$ cat config.mk
export PLATFORM = sky130hd
export DESIGN_NAME = delay_line_event_builder
export DESIGN_NICKNAME = d
export VERILOG_FILES = /design/src/hdl/dleb_pkg.sv /design/src/hdl/delay_line_event_builder.sv
export SDC_FILE = /design/constraint.sdc
export NUM_CORES = 2
export LEC_CHECK = 0
export BUFFER_PORTS_ARGS = -buffer_cell sky130_fd_sc_hd__buf_2
export CORE_ASPECT_RATIO = 1.75
export CORE_MARGIN = 5
export CORE_UTILIZATION = 57
export CTS_CLUSTER_SIZE = 8
export DETAILED_ROUTE_END_ITERATION = 6
export MAX_ROUTING_LAYER = met4
export PLACE_DENSITY_LB_ADDON = 0.3
export SKIP_LAST_GASP = 1
export SLEW_MARGIN = 25
export SYNTH_ARGS = -nofsm -noshare
export SYNTH_HDL_FRONTEND = slang
export SYNTH_SLANG_ARGS = --single-unit
$ cat constraint.sdc
create_clock -name aclk -period 9.2 [get_ports aclk]
set_input_delay 0.92 -clock aclk [delete_from_list [all_inputs] [get_ports aclk]]
set_output_delay 0.92 -clock aclk [all_outputs]
set_load 0.05 [all_outputs]
$ cat src/hdl/dleb_pkg.sv
// ----------------------------------------------------------------------------
// dleb_pkg
// Shared constants for the delay-line event builder: register map, register
// reset values and default time width.
// ----------------------------------------------------------------------------
package dleb_pkg;

    localparam int TIME_WIDTH_DEF = 48;
    localparam int HIT_TIME_W     = 48;
    localparam int DIFF_W         = 49;
    localparam int CFG_W          = 32;
    localparam int N_CFG          = 8;
    localparam int CFG_IDX_W      = 3;
    localparam int N_SIG          = 10;

    typedef enum logic [CFG_IDX_W-1:0] {
        CFG_XGATE_X_LOW  = 3'd0,
        CFG_XGATE_X_HIGH = 3'd1,
        CFG_XGATE_Y_LOW  = 3'd2,
        CFG_XGATE_Y_HIGH = 3'd3,
        CFG_YGATE_Y_LOW  = 3'd4,
        CFG_YGATE_Y_HIGH = 3'd5,
        CFG_YGATE_X_LOW  = 3'd6,
        CFG_YGATE_X_HIGH = 3'd7
    } cfg_idx_t;

    localparam logic signed [CFG_W-1:0] XGATE_X_LOW_RST  = -32'sd10000;
    localparam logic signed [CFG_W-1:0] XGATE_X_HIGH_RST = 32'sd50000;
    localparam logic signed [CFG_W-1:0] XGATE_Y_LOW_RST  = -32'sd16000;
    localparam logic signed [CFG_W-1:0] XGATE_Y_HIGH_RST = -32'sd4000;
    localparam logic signed [CFG_W-1:0] YGATE_Y_LOW_RST  = -32'sd30000;
    localparam logic signed [CFG_W-1:0] YGATE_Y_HIGH_RST = 32'sd10000;
    localparam logic signed [CFG_W-1:0] YGATE_X_LOW_RST  = 32'sd10000;
    localparam logic signed [CFG_W-1:0] YGATE_X_HIGH_RST = 32'sd35000;

endpackage

$ cat src/hdl/delay_line_event_builder.sv
// Output: a trigger hit that follows an earlier trigger closes the earlier trigger's
//   record into the output register; other hits only update internal state.
// Throughput: one hit per cycle; s_ready drops only while a record is held
//   and m_ready is low (single output register).
// Reset: synchronous, active low; clears seen flags, trigger stamp, gate
//   registers to defaults and the output valid. Latched hit times are not reset.
// ----------------------------------------------------------------------------
// delay_line_event_builder
// Builds one record per trigger, closed when the next trigger arrives, from the
// first hit on each MCP delay-line channel: differences, window gates, trigger interval.
// ----------------------------------------------------------------------------
module delay_line_event_builder #(
    parameter int TIME_WIDTH = dleb_pkg::TIME_WIDTH_DEF
) (
    input  logic                                 aclk,
    input  logic                                 aresetn,
    input  logic                                 s_valid,
    output logic                                 s_ready,
    input  logic [1:0]                           s_board_id,
    input  logic [5:0]                           s_channel_id,
    input  logic [dleb_pkg::HIT_TIME_W-1:0]      s_hit_time,
    input  logic                                 cfg_valid,
    output logic                                 cfg_ready,
    input  logic [dleb_pkg::CFG_IDX_W-1:0]       cfg_index,
    input  logic [dleb_pkg::CFG_W-1:0]           cfg_data,
    output logic                                 m_valid,
    input  logic                                 m_ready,
    output logic                                 m_mcp1_complete,
    output logic                                 m_mcp2_complete,
    output logic                                 m_mcp2_timing_seen,
    output logic signed [dleb_pkg::DIFF_W-1:0]   m_trigger_to_t2,
    output logic signed [dleb_pkg::DIFF_W-1:0]   m_mcp1_x_diff,
    output logic signed [dleb_pkg::DIFF_W-1:0]   m_mcp1_y_diff,
    output logic signed [dleb_pkg::DIFF_W-1:0]   m_mcp2_x_diff,
    output logic signed [dleb_pkg::DIFF_W-1:0]   m_mcp2_y_diff,
    output logic [3:0]                           m_gate_flags,
    output logic                                 m_event_complete,
    output logic [dleb_pkg::HIT_TIME_W-1:0]      m_trigger_interval
);

    // stored time bits: the hit field caps the useful width
    localparam int EW = (TIME_WIDTH < dleb_pkg::HIT_TIME_W) ?
                        TIME_WIDTH : dleb_pkg::HIT_TIME_W;
    localparam int DW = dleb_pkg::DIFF_W;
    localparam int NL = dleb_pkg::N_SIG - 1;

    typedef logic signed [DW-1:0] diff_t;
    typedef logic signed [dleb_pkg::CFG_W-1:0] bound_t;

    bound_t                   cfg_reg [dleb_pkg::N_CFG];
    logic [EW-1:0]            latch_reg [NL];
    logic [EW-1:0]            stamp_reg;
    logic [dleb_pkg::N_SIG-1:0] seen_reg;

    logic                     out_valid_reg;
    logic                     c1_reg, c2_reg, t2_reg, ev_reg;
    diff_t                    tt_reg, x1_reg, y1_reg, x2_reg, y2_reg;
    logic [3:0]               gate_reg;
    logic [dleb_pkg::HIT_TIME_W-1:0] ival_reg;

    logic                     s_fire;
    logic                     is_trig;
    logic [3:0]               sig;
    logic [EW-1:0]            t_in;
    logic                     c1_next, c2_next, t2_next;
    diff_t                    tt_next, x1_next, y1_next, x2_next, y2_next;
    logic [3:0]               gate_next;
    logic [dleb_pkg::HIT_TIME_W-1:0] ival_next;

    function automatic logic [3:0] sig_of(input logic [1:0] b, input logic [5:0] c);
        logic [3:0] s;
        s = 4'd0;
        unique case (b)
            2'd0: begin
                if (c <= 6'd7) begin
                    s = 4'(c);
                end
            end
            2'd1: begin
                if (c <= 6'd1) begin
                    s = 4'(c) + 4'd8;
                end
            end
            default: s = 4'd0;
        endcase
        return s;
    endfunction

    function automatic diff_t tsub(input logic [EW-1:0] a, input logic [EW-1:0] b);
        logic signed [EW:0] d;
        d = signed'({1'b0, a}) - signed'({1'b0, b});
        return DW'(d);
    endfunction

    function automatic logic in_win(input diff_t v, input bound_t lo, input bound_t hi);
        return (v > DW'(lo)) && (v < DW'(hi));
    endfunction

    function automatic logic [1:0] gates(input diff_t dx, input diff_t dy,
                                         input bound_t c [dleb_pkg::N_CFG]);
        logic [1:0] g;
        g[0] = in_win(dx, c[dleb_pkg::CFG_XGATE_X_LOW], c[dleb_pkg::CFG_XGATE_X_HIGH])
            && in_win(dy, c[dleb_pkg::CFG_XGATE_Y_LOW], c[dleb_pkg::CFG_XGATE_Y_HIGH]);
        g[1] = in_win(dx, c[dleb_pkg::CFG_YGATE_X_LOW], c[dleb_pkg::CFG_YGATE_X_HIGH])
            && in_win(dy, c[dleb_pkg::CFG_YGATE_Y_LOW], c[dleb_pkg::CFG_YGATE_Y_HIGH]);
        return g;
    endfunction

    assign s_ready   = !out_valid_reg || m_ready;
    assign cfg_ready = 1'b1;
    assign s_fire    = s_valid && s_ready;
    assign is_trig   = (s_board_id == 2'd0) && (s_channel_id == 6'd0);
    assign sig       = sig_of(s_board_id, s_channel_id);
    assign t_in      = s_hit_time[EW-1:0];

    always_comb begin
        diff_t dx1, dy1, dx2, dy2;
        dx1 = tsub(latch_reg[0], latch_reg[1]);
        dy1 = tsub(latch_reg[2], latch_reg[3]);
        dx2 = tsub(latch_reg[5], latch_reg[6]);
        dy2 = tsub(latch_reg[7], latch_reg[8]);
        c1_next   = &seen_reg[4:0];
        c2_next   = &seen_reg[9:5];
        t2_next   = seen_reg[5];
        tt_next   = t2_next ? tsub(stamp_reg, latch_reg[4]) : '0;
        x1_next   = c1_next ? dx1 : '0;
        y1_next   = c1_next ? dy1 : '0;
        x2_next   = c2_next ? dx2 : '0;
        y2_next   = c2_next ? dy2 : '0;
        gate_next = {c2_next ? gates(dx2, dy2, cfg_reg) : 2'b00,
                     c1_next ? gates(dx1, dy1, cfg_reg) : 2'b00};
        ival_next = dleb_pkg::HIT_TIME_W'(EW'(t_in - stamp_reg));
    end

    always_ff @(posedge aclk) begin
        if (!aresetn) begin
            cfg_reg[dleb_pkg::CFG_XGATE_X_LOW]  <= dleb_pkg::XGATE_X_LOW_RST;
            cfg_reg[dleb_pkg::CFG_XGATE_X_HIGH] <= dleb_pkg::XGATE_X_HIGH_RST;
            cfg_reg[dleb_pkg::CFG_XGATE_Y_LOW]  <= dleb_pkg::XGATE_Y_LOW_RST;
            cfg_reg[dleb_pkg::CFG_XGATE_Y_HIGH] <= dleb_pkg::XGATE_Y_HIGH_RST;
            cfg_reg[dleb_pkg::CFG_YGATE_Y_LOW]  <= dleb_pkg::YGATE_Y_LOW_RST;
            cfg_reg[dleb_pkg::CFG_YGATE_Y_HIGH] <= dleb_pkg::YGATE_Y_HIGH_RST;
            cfg_reg[dleb_pkg::CFG_YGATE_X_LOW]  <= dleb_pkg::YGATE_X_LOW_RST;
            cfg_reg[dleb_pkg::CFG_YGATE_X_HIGH] <= dleb_pkg::YGATE_X_HIGH_RST;
        end else if (cfg_valid && cfg_ready) begin
            cfg_reg[cfg_index] <= cfg_data;
        end
    end

    always_ff @(posedge aclk) begin
        if (!aresetn) begin
            stamp_reg     <= '0;
            seen_reg      <= '0;
            out_valid_reg <= 1'b0;
        end else begin
            if (s_fire && is_trig && seen_reg[0]) begin
                out_valid_reg <= 1'b1;
            end else if (m_valid && m_ready) begin
                out_valid_reg <= 1'b0;
            end
            if (s_fire) begin
                if (is_trig) begin
                    stamp_reg <= t_in;
                    seen_reg  <= dleb_pkg::N_SIG'(1);
                end else if (sig != 4'd0 && !seen_reg[sig]) begin
                    seen_reg[sig] <= 1'b1;
                end
            end
        end
    end

    // hit latches and record payload, no reset needed
    always_ff @(posedge aclk) begin
        if (s_fire && !is_trig && sig != 4'd0 && !seen_reg[sig]) begin
            latch_reg[sig - 4'd1] <= t_in;
        end
        if (s_fire && is_trig && seen_reg[0]) begin
            c1_reg   <= c1_next;
            c2_reg   <= c2_next;
            t2_reg   <= t2_next;
            ev_reg   <= c1_next && c2_next;
            tt_reg   <= tt_next;
            x1_reg   <= x1_next;
            y1_reg   <= y1_next;
            x2_reg   <= x2_next;
            y2_reg   <= y2_next;
            gate_reg <= gate_next;
            ival_reg <= ival_next;
        end
    end

    assign m_valid            = out_valid_reg;
    assign m_mcp1_complete    = c1_reg;
    assign m_mcp2_complete    = c2_reg;
    assign m_mcp2_timing_seen = t2_reg;
    assign m_trigger_to_t2    = tt_reg;
    assign m_mcp1_x_diff      = x1_reg;
    assign m_mcp1_y_diff      = y1_reg;
    assign m_mcp2_x_diff      = x2_reg;
    assign m_mcp2_y_diff      = y2_reg;
    assign m_gate_flags       = gate_reg;
    assign m_event_complete   = ev_reg;
    assign m_trigger_interval = ival_reg;

endmodule

==> impl_metrics.csv <==
group,metric,value,unit
logic_synthesis,synth-main-ff-cell,"edfxtp_1",
logic_synthesis,postSynthNetCount,8128,
worst_setup_path,worst-path-max-fanout,6,
clock_tree,clk_path_buf_depth,3,
logic_synthesis,synth.top_cell.area_share,31.9,%
layout,nNetsFinal,8563,
sta,period_needed,7820,ps
route,drtPass1Iterations,6,
worst_hold_path,hold_start,"cfg_reg[92]",
power,power_density,139,mW/mm2
route,drc,0,
clock_tree,cts_tree,"yes",
placed_design,io_buffers,398,
layout,final_cell_area,0.0773,mm2
clock_tree,cts_max_level,4,
layout,largest_register_ffs,432,
grt,gr-total-overflow,0,
clock_tree,cts_resized,0,
grt,grt_pass1_wl,327000,um
route,detail-route-antenna-nets,0,
sta,rsz0062_at_grt,"false",
logic_synthesis,mappedNetlistArea,0.0689,mm2
die,ios,400,
die,initial_utilization,57.4,%
clock_tree,cts_buffers,149,
route,drt_wl_total,221000,um
sta,setup_viol,0,
logic_synthesis,synthCells,6963,
logic_synthesis,synth_common_cells,"ha_1 (1063), nand2_1 (736), edfxtp_1 (733)",
logic_synthesis,synth.area.top_cells,"edfxtp_1 (32%), ha_1 (19%), dfxtp_1 (9.1%)",
worst_hold_path,hp-class,"reg -> reg",
die,row_count,168,
worst_setup_path,start_kind,"flop",
clock_tree,cts_setup_buffers,0,
sta,post-route-period-util,85.0,%
grt,grt_use_total,34.4,%
logic_synthesis,synth.distinct_cells,92,
placed_design,dp_hpwl,171000,um
layout,final_layout_size_suffix_gt1_share,9.89,%
outcome,outcome,"complete, no violations",
clock_tree,cts.sinks,1048,
worst_setup_path,critPathLaunch,"latch_reg[5][11]",
grt,grt_max_degree,147,
power,irDropWorstVdd,0.000198,V
sta,worstMarginPinSlew,1110,ps
sta,fmax,0.128,GHz
logic_synthesis,yosysSeqAreaShare,41.1,%
run,drv_cap,0,
logic_synthesis,synth_edf_count,733,
clock_tree,cts_root_buf,"clkbuf_16",
worst_setup_path,path_class,"reg -> reg",
worst_setup_path,end_kind,"flop",
die,dieArea,0.128,mm2
die,fp.dieH,470,um
placed_design,gp_congestion,1.06,
clock_tree,cts-hold-fix-buffers,0,
route,routedWlPerCell,24.3,um
route,vias_per_cell,6.12,
die,core-area,0.120,mm2
sta,hold_viol,0,
logic_synthesis,ys_warn_count,0,
route,initialDrtViolationCount,3870,
logic_synthesis,yosysMostFrequentCell,"ha_1",
layout,syn_to_final_growth,12.1,%
logic_synthesis,avgSynthCellArea,9.90,um2
sta,finalSetupTns,0,ps
worst_setup_path,required,9850,ps
worst_setup_path,worstPathArrival,8470,ps
placed_design,placed_cell_area,0.0730,mm2
grt,first_global_vias,55900,
power,leakage,32.6,nW
sta,finalClockSkew,33.6,ps
worst_setup_path,r2r_start,"latch_reg[5][11]",
grt,antenna_found_initial,9,
clock_tree,clock_latency,790,ps
route,vias,55700,
logic_synthesis,synth-seq-cells,1048,
sta,slew-limit-headroom,25.5,%
die,die_width,273,um
logic_synthesis,postSynth.asyncResetShare,0,%
logic_synthesis,synth_top_area_cell,"edfxtp_1",
clock_tree,clk_pin_slew,60,ps
sta,maxSlewViolCount,0,
## worst paths after layout
check                    end  slack (ps)  cells past startpoint
max          m_gate_flags[2]        1380                     21
min              cfg_reg[92]         460                      2
max reg2reg  m_gate_flags[2]        1380                     21
min reg2reg      cfg_reg[92]         460                      2
## cells in the final DEF (no fill, tap or decap), types with 14 or more instances in the layout
| cell | instances |
|---|---|
| a211oi_1 | 60 |
| a21boi_0 | 212 |
| a21o_1 | 396 |
| a21oi_1 | 451 |
| a31oi_1 | 40 |
| and2_1 | 190 |
| and3_1 | 35 |
| and4_1 | 23 |
| buf_2 | 397 |
| buf_4 | 110 |
| clkbuf_1 | 64 |
| clkbuf_16 | 149 |
| dfxtp_1 | 315 |
| edfxtp_1 | 733 |
| ha_1 | 1063 |
| inv_1 | 619 |
| mux2i_1 | 14 |
| nand2_1 | 736 |
| nand2b_1 | 53 |
| nand3_1 | 88 |
| nand4_1 | 184 |
| nor2_1 | 279 |
| nor2b_1 | 77 |
| nor3_1 | 80 |
| nor4_1 | 24 |
| o2111ai_1 | 22 |
| o211ai_1 | 149 |
| o21a_1 | 70 |
| o21ai_0 | 236 |
| o21bai_1 | 54 |
| o31ai_1 | 20 |
| or3_1 | 26 |
| xnor2_1 | 157 |
| xor2_1 | 91 |
## routing by layer
metal  vias up  global-route usage [%]  share of wire, %
li1      26200                       -                 -
met5         -                       -                 0
met3       636                    4.84               6.2
met2      2067                    57.8                49
met4         0                    22.4               8.1
met1     26800                    38.1                37
## critical path, cell delays in order (launching register included)
cell and delay (ps):
edfxtp_1 370, ha_1 380, and3_1 330, a221o_1 200
a21oi_1 90, nor3_1 830, o21bai_1 300, a211oi_1 630
a2bb2oi_1 320, a221oi_1 130, xnor2_1 590, ha_1 210
and3_1 140, nand3_1 100, or4_1 630, nor4_1 310
nand2_1 280, nor3_1 870, o31ai_2 410, nand2_1 150
mux2_2 210, and4_1 190
## area by class of cell
type                            instances  area [um2]
Inverter                              623        2350
Clock inverter                         14         240
Antenna cell                           11        27.5
Tap cell                             1615        2020
Timing Repair Buffer                  509        2840
Multi-Input combinational cell       5067       37500
Clock buffer                          214        3980
Fill cell                            9588       42800
Sequential cell                      1048       28300
## where the power goes
part           internal (W)  switching, W  leakage (nW)
combinational      0.000195      0.000386          21.9
clock               0.00298       0.00210          2.02
sequential          0.00506     0.0000110          8.61
## per-stage QoR
| stage | cells | hold slack [ps] | total power (W) | util, % | setup slack [ps] |
|---|---|---|---|---|---|
| after floorplan | 6963 | 443 | 0.00551 | - | 330 |
| after global placement | 8862 | 451 | 0.00571 | 60.8 | 1300 |
| after detailed placement | 8862 | 458 | 0.00573 | 60.8 | 1400 |
| after CTS | 9090 | 446 | 0.0108 | 64.3 | 1320 |
| after global routing | 9095 | 482 | 0.0110 | 64.4 | 1230 |
| final | 9101 | 463 | 0.0107 | 64.4 | 1380 |
## cells by family after synthesis
group / share of synthesized area [%]
AO/OA/AOI/OAI: 18.2
AND/OR/NAND/NOR: 13.0
adder cells (fa/ha/maj): 19.5
flip-flops: 41.1
buffers and inverters: 4.76
XOR/XNOR: 3.18
multiplexers: 0.252
other: 0.00544
No activity file was read; power rests on OpenSTA's default activity.
